`src/rtl/acm_pkg.sv`:
```
// Shared types, codes and helper function of the collision-checked box mover.
package acm_pkg;

  // Default table depth and fixed field widths.
  localparam int ACM_MAX_BOXES = 16;
  localparam int COORD_W       = 16;
  localparam int EXT_W         = 15;
  localparam int INDEX_W       = 4;
  localparam int COUNT_W       = 5;
  localparam int STATUS_W      = 2;

  // Item modes.
  localparam logic MODE_ADD  = 1'b0;
  localparam logic MODE_MOVE = 1'b1;

  // Result status codes.
  typedef enum logic [STATUS_W-1:0] {
    ST_DONE    = 2'd0,
    ST_BLOCKED = 2'd1,
    ST_FULL    = 2'd2,
    ST_UNUSED  = 2'd3
  } status_t;

  // One stored box as it sits in the table memory.
  typedef struct packed {
    logic signed [COORD_W-1:0] x;
    logic signed [COORD_W-1:0] y;
    logic [EXT_W-1:0]          w;
    logic [EXT_W-1:0]          h;
  } box_t;

  // Commands from the controller to the datapath.
  typedef struct packed {
    logic load_in;
    logic add_wr;
    logic reject;
    logic mover_lat;
    logic scan_clr;
    logic calc;
    logic scan_en;
    logic commit;
    logic res_load;
  } acm_cmd_t;

  // Status from the datapath to the controller.
  typedef struct packed {
    logic is_move;
    logic full;
    logic idx_bad;
    logic scan_done;
  } acm_sts_t;

  // Adds an offset to a coordinate and clamps the sum to the 16-bit signed range.
  function automatic logic signed [COORD_W-1:0] sat_add(
    input logic signed [COORD_W-1:0] a,
    input logic signed [COORD_W-1:0] b
  );
    logic signed [COORD_W:0] s;
    logic signed [COORD_W-1:0] r;
    s = {a[COORD_W-1], a} + {b[COORD_W-1], b};
    if (s[COORD_W] != s[COORD_W-1]) begin
      r = s[COORD_W] ? {1'b1, {(COORD_W-1){1'b0}}} : {1'b0, {(COORD_W-1){1'b1}}};
    end else begin
      r = s[COORD_W-1:0];
    end
    return r;
  endfunction

endpackage

```
`src/rtl/acm_ram.sv`:
```
// Generic single-write, single-read RAM with registered read data.
module acm_ram #(
  parameter int WIDTH = 8,
  parameter int DEPTH = 16
) (
  input  logic                     clk,
  input  logic                     we,
  input  logic [$clog2(DEPTH)-1:0] waddr,
  input  logic [WIDTH-1:0]         wdata,
  input  logic [$clog2(DEPTH)-1:0] raddr,
  output logic [WIDTH-1:0]         rdata
);

  logic [WIDTH-1:0] mem [DEPTH];

  // Write port and registered read port.
  always_ff @(posedge clk) begin
    if (we) begin
      mem[waddr] <= wdata;
    end
    rdata <= mem[raddr];
  end

endmodule

```
`src/rtl/acm_dp.sv`:
```
// Datapath: box table, mover registers, overlap test and result registers.
module acm_dp import acm_pkg::*; #(
  parameter int MAX_BOXES = ACM_MAX_BOXES
) (
  input  logic                       clk,
  input  logic                       rst,
  input  acm_cmd_t                   cmd,
  output acm_sts_t                   sts,
  input  logic                       mode,
  input  logic [INDEX_W-1:0]         entry_index,
  input  logic signed [COORD_W-1:0]  new_x,
  input  logic signed [COORD_W-1:0]  new_y,
  input  logic [EXT_W-1:0]           new_width,
  input  logic [EXT_W-1:0]           new_height,
  input  logic signed [COORD_W-1:0]  move_dx,
  input  logic signed [COORD_W-1:0]  move_dy,
  output logic [STATUS_W-1:0]        status,
  output logic [COUNT_W-1:0]         entry_count,
  output logic signed [COORD_W-1:0]  out_x,
  output logic signed [COORD_W-1:0]  out_y
);

  localparam int IDX_W = $clog2(MAX_BOXES);
  localparam int CNT_W = $clog2(MAX_BOXES + 1);
  localparam int CMP_W = (CNT_W > COUNT_W) ? CNT_W : COUNT_W;
  localparam int SUM_W = COORD_W + 2;

  // Latched input beat.
  logic                      mode_r;
  logic [INDEX_W-1:0]        idx_r;
  box_t                      add_box;
  logic signed [COORD_W-1:0] dx_r;
  logic signed [COORD_W-1:0] dy_r;

  // Table fill and scan control.
  logic [CNT_W-1:0] count;
  logic [CNT_W-1:0] rd_ptr;
  logic [CNT_W-1:0] chk_ptr;
  logic             chk_v;
  logic             hit;

  // Mover and its candidate position.
  box_t                      mover;
  logic signed [COORD_W-1:0] nx;
  logic signed [COORD_W-1:0] ny;
  logic signed [SUM_W-1:0]   nx_end;
  logic signed [SUM_W-1:0]   ny_end;

  // Pending result.
  status_t                   res_status;
  logic signed [COORD_W-1:0] res_x;
  logic signed [COORD_W-1:0] res_y;

  // Memory port signals.
  logic             ram_we;
  logic [IDX_W-1:0] ram_waddr;
  logic [IDX_W-1:0] ram_raddr;
  logic [IDX_W-1:0] mover_addr;
  box_t             ram_wdata;
  box_t             ram_rdata;

  // Overlap test signals.
  logic [CMP_W-1:0]        idx_ext;
  logic [CMP_W-1:0]        cnt_ext;
  logic [CMP_W-1:0]        ptr_ext;
  logic signed [SUM_W-1:0] bx_s;
  logic signed [SUM_W-1:0] by_s;
  logic signed [SUM_W-1:0] bx_end;
  logic signed [SUM_W-1:0] by_end;
  logic signed [SUM_W-1:0] nx_s;
  logic signed [SUM_W-1:0] ny_s;
  logic                    x_meet;
  logic                    y_meet;
  logic                    overlap;
  logic                    not_full_scan;

  // Index and count comparisons at a common width.
  assign idx_ext       = CMP_W'(idx_r);
  assign cnt_ext       = CMP_W'(count);
  assign ptr_ext       = CMP_W'(chk_ptr);
  assign mover_addr    = IDX_W'(idx_r);
  assign not_full_scan = rd_ptr < count;

  // Status toward the controller.
  always_comb begin
    sts.is_move   = mode_r == MODE_MOVE;
    sts.full      = count == CNT_W'(MAX_BOXES);
    sts.idx_bad   = idx_ext >= cnt_ext;
    sts.scan_done = (rd_ptr == count) && !chk_v;
  end

  // Memory ports: adds append at the count, unblocked moves write the mover back.
  always_comb begin
    ram_we    = cmd.add_wr | (cmd.commit & ~hit);
    ram_waddr = cmd.add_wr ? count[IDX_W-1:0] : mover_addr;
    ram_wdata = cmd.add_wr ? add_box : box_t'{x: nx, y: ny, w: mover.w, h: mover.h};
    ram_raddr = cmd.scan_en ? rd_ptr[IDX_W-1:0] : mover_addr;
  end

  acm_ram #(
    .WIDTH ($bits(box_t)),
    .DEPTH (MAX_BOXES)
  ) u_table (
    .clk   (clk),
    .we    (ram_we),
    .waddr (ram_waddr),
    .wdata (ram_wdata),
    .raddr (ram_raddr),
    .rdata (ram_rdata)
  );

  // Inclusive-edge overlap of the stored box on the read port and the moved box.
  always_comb begin
    bx_s    = {{2{ram_rdata.x[COORD_W-1]}}, ram_rdata.x};
    by_s    = {{2{ram_rdata.y[COORD_W-1]}}, ram_rdata.y};
    bx_end  = bx_s + {3'b000, ram_rdata.w};
    by_end  = by_s + {3'b000, ram_rdata.h};
    nx_s    = {{2{nx[COORD_W-1]}}, nx};
    ny_s    = {{2{ny[COORD_W-1]}}, ny};
    x_meet  = ((bx_s <= nx_s) && (nx_s <= bx_end)) || ((nx_s <= bx_s) && (bx_s <= nx_end));
    y_meet  = ((by_s <= ny_s) && (ny_s <= by_end)) || ((ny_s <= by_s) && (by_s <= ny_end));
    overlap = x_meet && y_meet;
  end

  // Control registers: table count and scan pipeline valid.
  always_ff @(posedge clk) begin
    if (rst) begin
      count <= '0;
      chk_v <= 1'b0;
    end else begin
      if (cmd.add_wr) begin
        count <= count + CNT_W'(1);
      end
      chk_v <= cmd.scan_en && not_full_scan;
    end
  end

  // Payload registers: input beat, mover, scan, result and output.
  always_ff @(posedge clk) begin
    if (cmd.load_in) begin
      mode_r  <= mode;
      idx_r   <= entry_index;
      add_box <= '{x: new_x, y: new_y, w: new_width, h: new_height};
      dx_r    <= move_dx;
      dy_r    <= move_dy;
    end
    if (cmd.mover_lat) begin
      mover <= ram_rdata;
      nx    <= sat_add(ram_rdata.x, dx_r);
      ny    <= sat_add(ram_rdata.y, dy_r);
    end
    if (cmd.calc) begin
      nx_end <= nx_s + {3'b000, mover.w};
      ny_end <= ny_s + {3'b000, mover.h};
    end
    if (cmd.scan_clr) begin
      rd_ptr <= '0;
      hit    <= 1'b0;
    end else begin
      if (cmd.scan_en && not_full_scan) begin
        rd_ptr <= rd_ptr + CNT_W'(1);
      end
      if (chk_v && overlap && (ptr_ext != idx_ext)) begin
        hit <= 1'b1;
      end
    end
    chk_ptr <= rd_ptr;
    if (cmd.add_wr) begin
      res_status <= ST_DONE;
      res_x      <= add_box.x;
      res_y      <= add_box.y;
    end else if (cmd.reject) begin
      res_status <= sts.is_move ? ST_UNUSED : ST_FULL;
      res_x      <= '0;
      res_y      <= '0;
    end else if (cmd.commit) begin
      res_status <= hit ? ST_BLOCKED : ST_DONE;
      res_x      <= hit ? mover.x : nx;
      res_y      <= hit ? mover.y : ny;
    end
    if (cmd.res_load) begin
      status      <= res_status;
      entry_count <= COUNT_W'(count);
      out_x       <= res_x;
      out_y       <= res_y;
    end
  end

endmodule

```
`src/rtl/acm_ctrl.sv`:
```
// Controller: sequences decode, mover read, table scan, write-back and result beat.
module acm_ctrl import acm_pkg::*; (
  input  logic     clk,
  input  logic     rst,
  input  logic     in_valid,
  output logic     in_stall,
  output logic     out_valid,
  input  logic     out_stall,
  input  acm_sts_t sts,
  output acm_cmd_t cmd
);

  typedef enum logic [2:0] {
    S_IDLE,
    S_DECODE,
    S_MREAD,
    S_MCALC,
    S_SCAN,
    S_WRITE,
    S_RESULT
  } state_t;

  state_t state;
  state_t state_next;
  logic   out_valid_next;

  // An input beat is taken only between items.
  assign in_stall = state != S_IDLE;

  // Next state and commands.
  always_comb begin
    state_next = state;
    cmd        = '0;
    case (state)
      S_IDLE: begin
        if (in_valid) begin
          cmd.load_in = 1'b1;
          state_next  = S_DECODE;
        end
      end
      S_DECODE: begin
        if (!sts.is_move && !sts.full) begin
          cmd.add_wr = 1'b1;
          state_next = S_RESULT;
        end else if (!sts.is_move || sts.idx_bad) begin
          cmd.reject = 1'b1;
          state_next = S_RESULT;
        end else begin
          state_next = S_MREAD;
        end
      end
      S_MREAD: begin
        cmd.mover_lat = 1'b1;
        cmd.scan_clr  = 1'b1;
        state_next    = S_MCALC;
      end
      S_MCALC: begin
        cmd.calc   = 1'b1;
        state_next = S_SCAN;
      end
      S_SCAN: begin
        cmd.scan_en = 1'b1;
        if (sts.scan_done) begin
          state_next = S_WRITE;
        end
      end
      S_WRITE: begin
        cmd.commit = 1'b1;
        state_next = S_RESULT;
      end
      S_RESULT: begin
        if (!out_valid || !out_stall) begin
          cmd.res_load = 1'b1;
          state_next   = S_IDLE;
        end
      end
      default: begin
        state_next = S_IDLE;
      end
    endcase
  end

  // The output register holds its beat until it is taken.
  assign out_valid_next = cmd.res_load | (out_valid & out_stall);

  // State and registered outputs.
  always_ff @(posedge clk) begin
    if (rst) begin
      state     <= S_IDLE;
      out_valid <= 1'b0;
    end else begin
      state     <= state_next;
      out_valid <= out_valid_next;
    end
  end

endmodule

```
`src/rtl/aabb_collision_checked_mover.sv`:
```
// Adds and rejected items go from decode straight to the result state; a move also
// passes through mover read, mover calc, table scan and write-back, the scan growing
// with N, the stored box count, as the single read port scans one stored box per cycle.
// A new item is taken only after the previous one has loaded its result beat.
// Reset clears the box count and the handshake state; table contents are not cleared.
// Top level of the collision-checked box mover.
module aabb_collision_checked_mover import acm_pkg::*; #(
  parameter int MAX_BOXES = ACM_MAX_BOXES
) (
  input  logic                      clk,
  input  logic                      rst,
  input  logic                      in_valid,
  output logic                      in_stall,
  input  logic                      mode,
  input  logic [INDEX_W-1:0]        entry_index,
  input  logic signed [COORD_W-1:0] new_x,
  input  logic signed [COORD_W-1:0] new_y,
  input  logic [EXT_W-1:0]          new_width,
  input  logic [EXT_W-1:0]          new_height,
  input  logic signed [COORD_W-1:0] move_dx,
  input  logic signed [COORD_W-1:0] move_dy,
  output logic                      out_valid,
  input  logic                      out_stall,
  output logic [STATUS_W-1:0]       status,
  output logic [COUNT_W-1:0]        entry_count,
  output logic signed [COORD_W-1:0] out_x,
  output logic signed [COORD_W-1:0] out_y
);

  acm_cmd_t cmd;
  acm_sts_t sts;

  // Sequencing.
  acm_ctrl u_ctrl (
    .clk       (clk),
    .rst       (rst),
    .in_valid  (in_valid),
    .in_stall  (in_stall),
    .out_valid (out_valid),
    .out_stall (out_stall),
    .sts       (sts),
    .cmd       (cmd)
  );

  // Table, overlap test and result registers.
  acm_dp #(
    .MAX_BOXES (MAX_BOXES)
  ) u_dp (
    .clk         (clk),
    .rst         (rst),
    .cmd         (cmd),
    .sts         (sts),
    .mode        (mode),
    .entry_index (entry_index),
    .new_x       (new_x),
    .new_y       (new_y),
    .new_width   (new_width),
    .new_height  (new_height),
    .move_dx     (move_dx),
    .move_dy     (move_dy),
    .status      (status),
    .entry_count (entry_count),
    .out_x       (out_x),
    .out_y       (out_y)
  );

endmodule

```
`config.mk`:
```
export PLATFORM = sky130hd
export DESIGN_NAME = aabb_collision_checked_mover
export DESIGN_NICKNAME = d
export VERILOG_FILES = /design/src/rtl/acm_pkg.sv /design/src/rtl/acm_ram.sv /design/src/rtl/acm_dp.sv /design/src/rtl/acm_ctrl.sv /design/src/rtl/aabb_collision_checked_mover.sv
export SDC_FILE = /design/constraint.sdc
export NUM_CORES = 2
export LEC_CHECK = 0
export ABC_AREA = 1
export BUFFER_PORTS_ARGS = -buffer_cell sky130_fd_sc_hd__buf_4
export CAP_MARGIN = 20
export CORE_ASPECT_RATIO = 0.5
export CORE_MARGIN = 3
export CORE_UTILIZATION = 30
export CTS_CLUSTER_DIAMETER = 100
export CTS_CLUSTER_SIZE = 30
export DETAILED_ROUTE_END_ITERATION = 7
export SLEW_MARGIN = 20
export SYNTH_ARGS = -nofsm -noshare
export SYNTH_HDL_FRONTEND = slang
export SYNTH_SLANG_ARGS = --single-unit
```
`constraint.sdc`:
```
create_clock -name clk -period 11.21 [get_ports clk]
set_clock_uncertainty 0.1 [all_clocks]
set_input_delay 1.121 -clock clk [delete_from_list [all_inputs] [get_ports clk]]
set_output_delay 1.121 -clock clk [all_outputs]
set_load 0.01 [all_outputs]
```
==> qor.csv <==
stage,metric,value,unit
outcome,status,"complete, no violations",
clock_tree,CTS Buf Count,54,
logic_synthesis,leading area contributor after synthesis,edfxtp_1,
power,VDD IR max,0.000273,V
clock_tree,"Reg clk slew, reported paths",110,ps
final_layout,layout cell share with drive strength beyond 1,7.07,%
hold_path,Hold Crit Depth,0,
logic_synthesis,Mapped Area,58200,sq um
routing,WL per Instance,21.9,um
final_layout,"Core Util, Final",33.4,%
timing,Final TNS setup,0,ps
timing,RSZ-0062 raised after global routing,no,
worst_setup_path,Reg2Reg Setup Slack,6310,ps
clock_tree,cts hold-fix bufs,0,
logic_synthesis,syn_area_per_cell,12.5,sq um
worst_setup_path,WP data arrival,5450,ps
routing,post-route antenna net violation count,0,
run,Max-Cap Viols,0,
clock_tree,clk_lat worst skew,710,ps
routing,TritonRoute pass-1 iters,6,
floorplan,chip width,629,um
global_route,largest net degree at the start of global routing,197,
global_route,All-Layer GR Usage,15.4,%
logic_synthesis,synth top area cells,"edfxtp_1 (67%), ha_1 (4.4%), nor2_1 (3.9%)",
logic_synthesis,"Seq/Total Area, Yosys",69.4,%
logic_synthesis,Yosys warning total,0,
power,static leakage,21.9,nW
placed_design,number of port buffers,143,
floorplan,core box area,191000,sq um
timing,Tmin final,4900,ps
worst_setup_path,reg2reg end,u_dp.u_table.rdata[7]$_DFF_P_,
worst_setup_path,FF-to-FF path depth,11,
logic_synthesis,Synth top area share,66.5,%
logic_synthesis,"EDFF count, synth",1290,
clock_tree,CTS tree,done,
logic_synthesis,syn_nets,4958,
logic_synthesis,Cell variety after synth,55,
hold_path,Worst Hold End,u_dp.chk_ptr[3]$_DFF_P_,
routing,Vias per Instance,5.05,
worst_setup_path,critical setup path kind,register to register,
logic_synthesis,ys async rst share,0,%
clock_tree,clock sink count,1375,
timing,final hold violation count,0,
placed_design,Post-DP HPWL,98.5,mm
timing,Pins Over Slew Limit,0,
hold_path,hold crit path type,register to register,
floorplan,# rows,113,
worst_setup_path,Crit. End Element,register,
routing,routed wire length,160,mm
worst_setup_path,CP Launch Type,register,
logic_synthesis,Syn Inst Count,4645,
timing,share of the clock period used by the worst path,43.7,%
routing,vias,37000,
clock_tree,CTS Buffer Depth,3,
logic_synthesis,predominant post-synthesis flop cell,edfxtp_1,
worst_setup_path,RR Startpoint,u_ctrl.state[2]$_SDFFE_PP0P_,
timing,slew margin rel.,22.9,%
clock_tree,Post-CTS Resized,0,
global_route,initial antenna violation count,6,
floorplan,die area,200000,sq um
clock_tree,H-Tree Depth,2,
global_route,vias in the first global route,34900,
worst_setup_path,Worst Path Required,11760,ps
final_layout,Layout area overhead,9.68,%
routing,DR iter-0 viols,4157,
timing,setup violators final,0,
floorplan,initial core utilization,30.4,%
global_route,first-pass GRT wire length,236,mm
floorplan,Vert. Die Dim,318,um
hold_path,Worst Hold Launch,u_dp.rd_ptr[3]$_SDFFE_PP0P_,
clock_tree,clock root buffer,clkbuf_16,
routing,DRC viols,0,
final_layout,# fillers,18700,
final_layout,Nets,5005,
floorplan,Ports,144,
timing,actual slew at the worst max-slew pin,1160,ps
timing,FMAX,204,MHz
power,power per cell area,271,nW/um^2
logic_synthesis,"FF+latch count, synth",1375,
placed_design,RD Place Congestion,0.869,
worst_setup_path,Crit Path Max Fanout,87,
clock_tree,Setup Buffers After CTS,0,
global_route,total grt overflow,0,
power breakdown:
| group | switching [mW] | total, mW | internal, mW |
|---|---|---|---|
| registers | 0.639 | 7.58 | 6.95 |
| clock network | 1.59 | 2.57 | 0.983 |
| logic | 4.93 | 7.13 | 2.19 |
| total | 7.16 | 17.3 | 10.1 |
registers in the layout (all words and copies together), names as in the netlist, 3 cells and up:
name and flops:
u_dp.dx_r 16, u_dp.out_y 16, u_dp.res_x 16, u_ctrl.state 3, u_dp.ny 16, u_dp.res_y 16
u_dp.add_box 62, u_dp.dy_r 16, u_dp.ny_end 17, u_dp.u_table.rdata 62, u_dp.rd_ptr 5, u_dp.mover 62
u_dp.u_table.mem 992, u_dp.chk_ptr 5, u_dp.entry_count 5, u_dp.nx_end 17, u_dp.cnt_ext 5, u_dp.idx_r 4
u_dp.out_x 16, u_dp.nx 16
worst max-delay path, cell delays in order, from the launching register on:
cell and delay, ps:
dfxtp_1 710, nand2_2 380, nand2_1 210, o21ai_4 60, buf_4 350, inv_6 580
buf_4 730, buf_4 660, o21ai_0 200, o221ai_1 300, nand3_1 140, nand2_1 110
synth_stat cells, types with 9 or more instances:
cell / n
o21ai_0: 385
buf_6: 24
nand2_1: 578
o211ai_1: 77
xor2_1: 59
a21oi_1: 139
clkbuf_1: 108
o22ai_1: 79
nand4_1: 17
ha_1: 204
nor3_1: 18
a21o_1: 9
nor2_1: 605
buf_2: 81
edfxtp_1: 1290
dfxtp_1: 85
buf_4: 13
inv_1: 221
nand3_1: 128
xnor2_1: 26
o21ai_1: 238
o221ai_1: 170
cell families after synthesis:
family / count (synthesis) / share of synthesized area (%)
buffers and inverters: 461 / 3.58
AOI/OAI and AO/OA: 1146 / 11.8
DFF: 1375 / 69.4
and+or+nand+nor: 1368 / 9.34
xor gates and xnor gates: 85 / 1.28
adders and majority gates: 210 / 4.59
metal layers:
metal	share of wire (%)	vias to the layer above	GRT usage (%)
li1	-	17100	-
met1	45	18500	22.0
met2	46	1198	24.8
met3	6.7	133	2.16
met4	2.2	0	3.59
met5	0	-	0
placed cells by master (no fill, tap or decap), types with 33 or more instances in the layout:
cell,count
buf_4,218
nand2_1,578
inv_1,221
o221ai_1,170
nand3_1,127
o21ai_1,242
o22ai_1,79
dfxtp_1,85
clkbuf_1,33
o21ai_0,377
edfxtp_1,1290
o211ai_1,77
nor2_1,586
xor2_1,59
ha_1,204
clkbuf_16,55
a21oi_1,138
final cells by class:
class                   instances  area, sq um  area share [%]
clock buffers                  88         1500            2.35
multi-input cells            2809        15900            24.9
well taps                    2587         3240            5.07
clock inverters                12          164           0.257
repair buffers                223         1740            2.72
diodes                          3         7.51          0.0118
flip-flops and latches       1375        40400            63.3
inverters                     229          888            1.39
how the worst max path moves through the flow:
stage                                             from                            end  slack, ps  cells past startpoint
final                     u_ctrl.state[2]$_SDFFE_PP0P_  u_dp.u_table.rdata[7]$_DFF_P_       6310                     11
after global routing      u_ctrl.state[2]$_SDFFE_PP0P_  u_dp.u_table.rdata[6]$_DFF_P_       6090                      9
after CTS                 u_ctrl.state[2]$_SDFFE_PP0P_  u_dp.u_table.rdata[7]$_DFF_P_       6470                     11
after detailed placement  u_ctrl.state[2]$_SDFFE_PP0P_  u_dp.u_table.rdata[7]$_DFF_P_       6480                     11
after global placement    u_ctrl.state[2]$_SDFFE_PP0P_  u_dp.u_table.rdata[7]$_DFF_P_       6560                     11
after floorplan                               in_valid      u_dp.add_box[0]$_DFFE_PP_       5310                      2
through the flow:
stage               total power, mW  instance area, sq um  std cells  hold slack (ps)  worst slack (ps)
CTS                            17.3                 63900       7323              301              6470
floorplan                      12.3                 58200       4645              263              5310
global route                   18.4                 63900       7323              306              6090
global placement               14.7                 62200       7223              284              6560
detailed placement             14.8                 62200       7223              284              6480
finish                         17.3                 63900       7326              297              6310
Power figures use the tool's default switching activity.
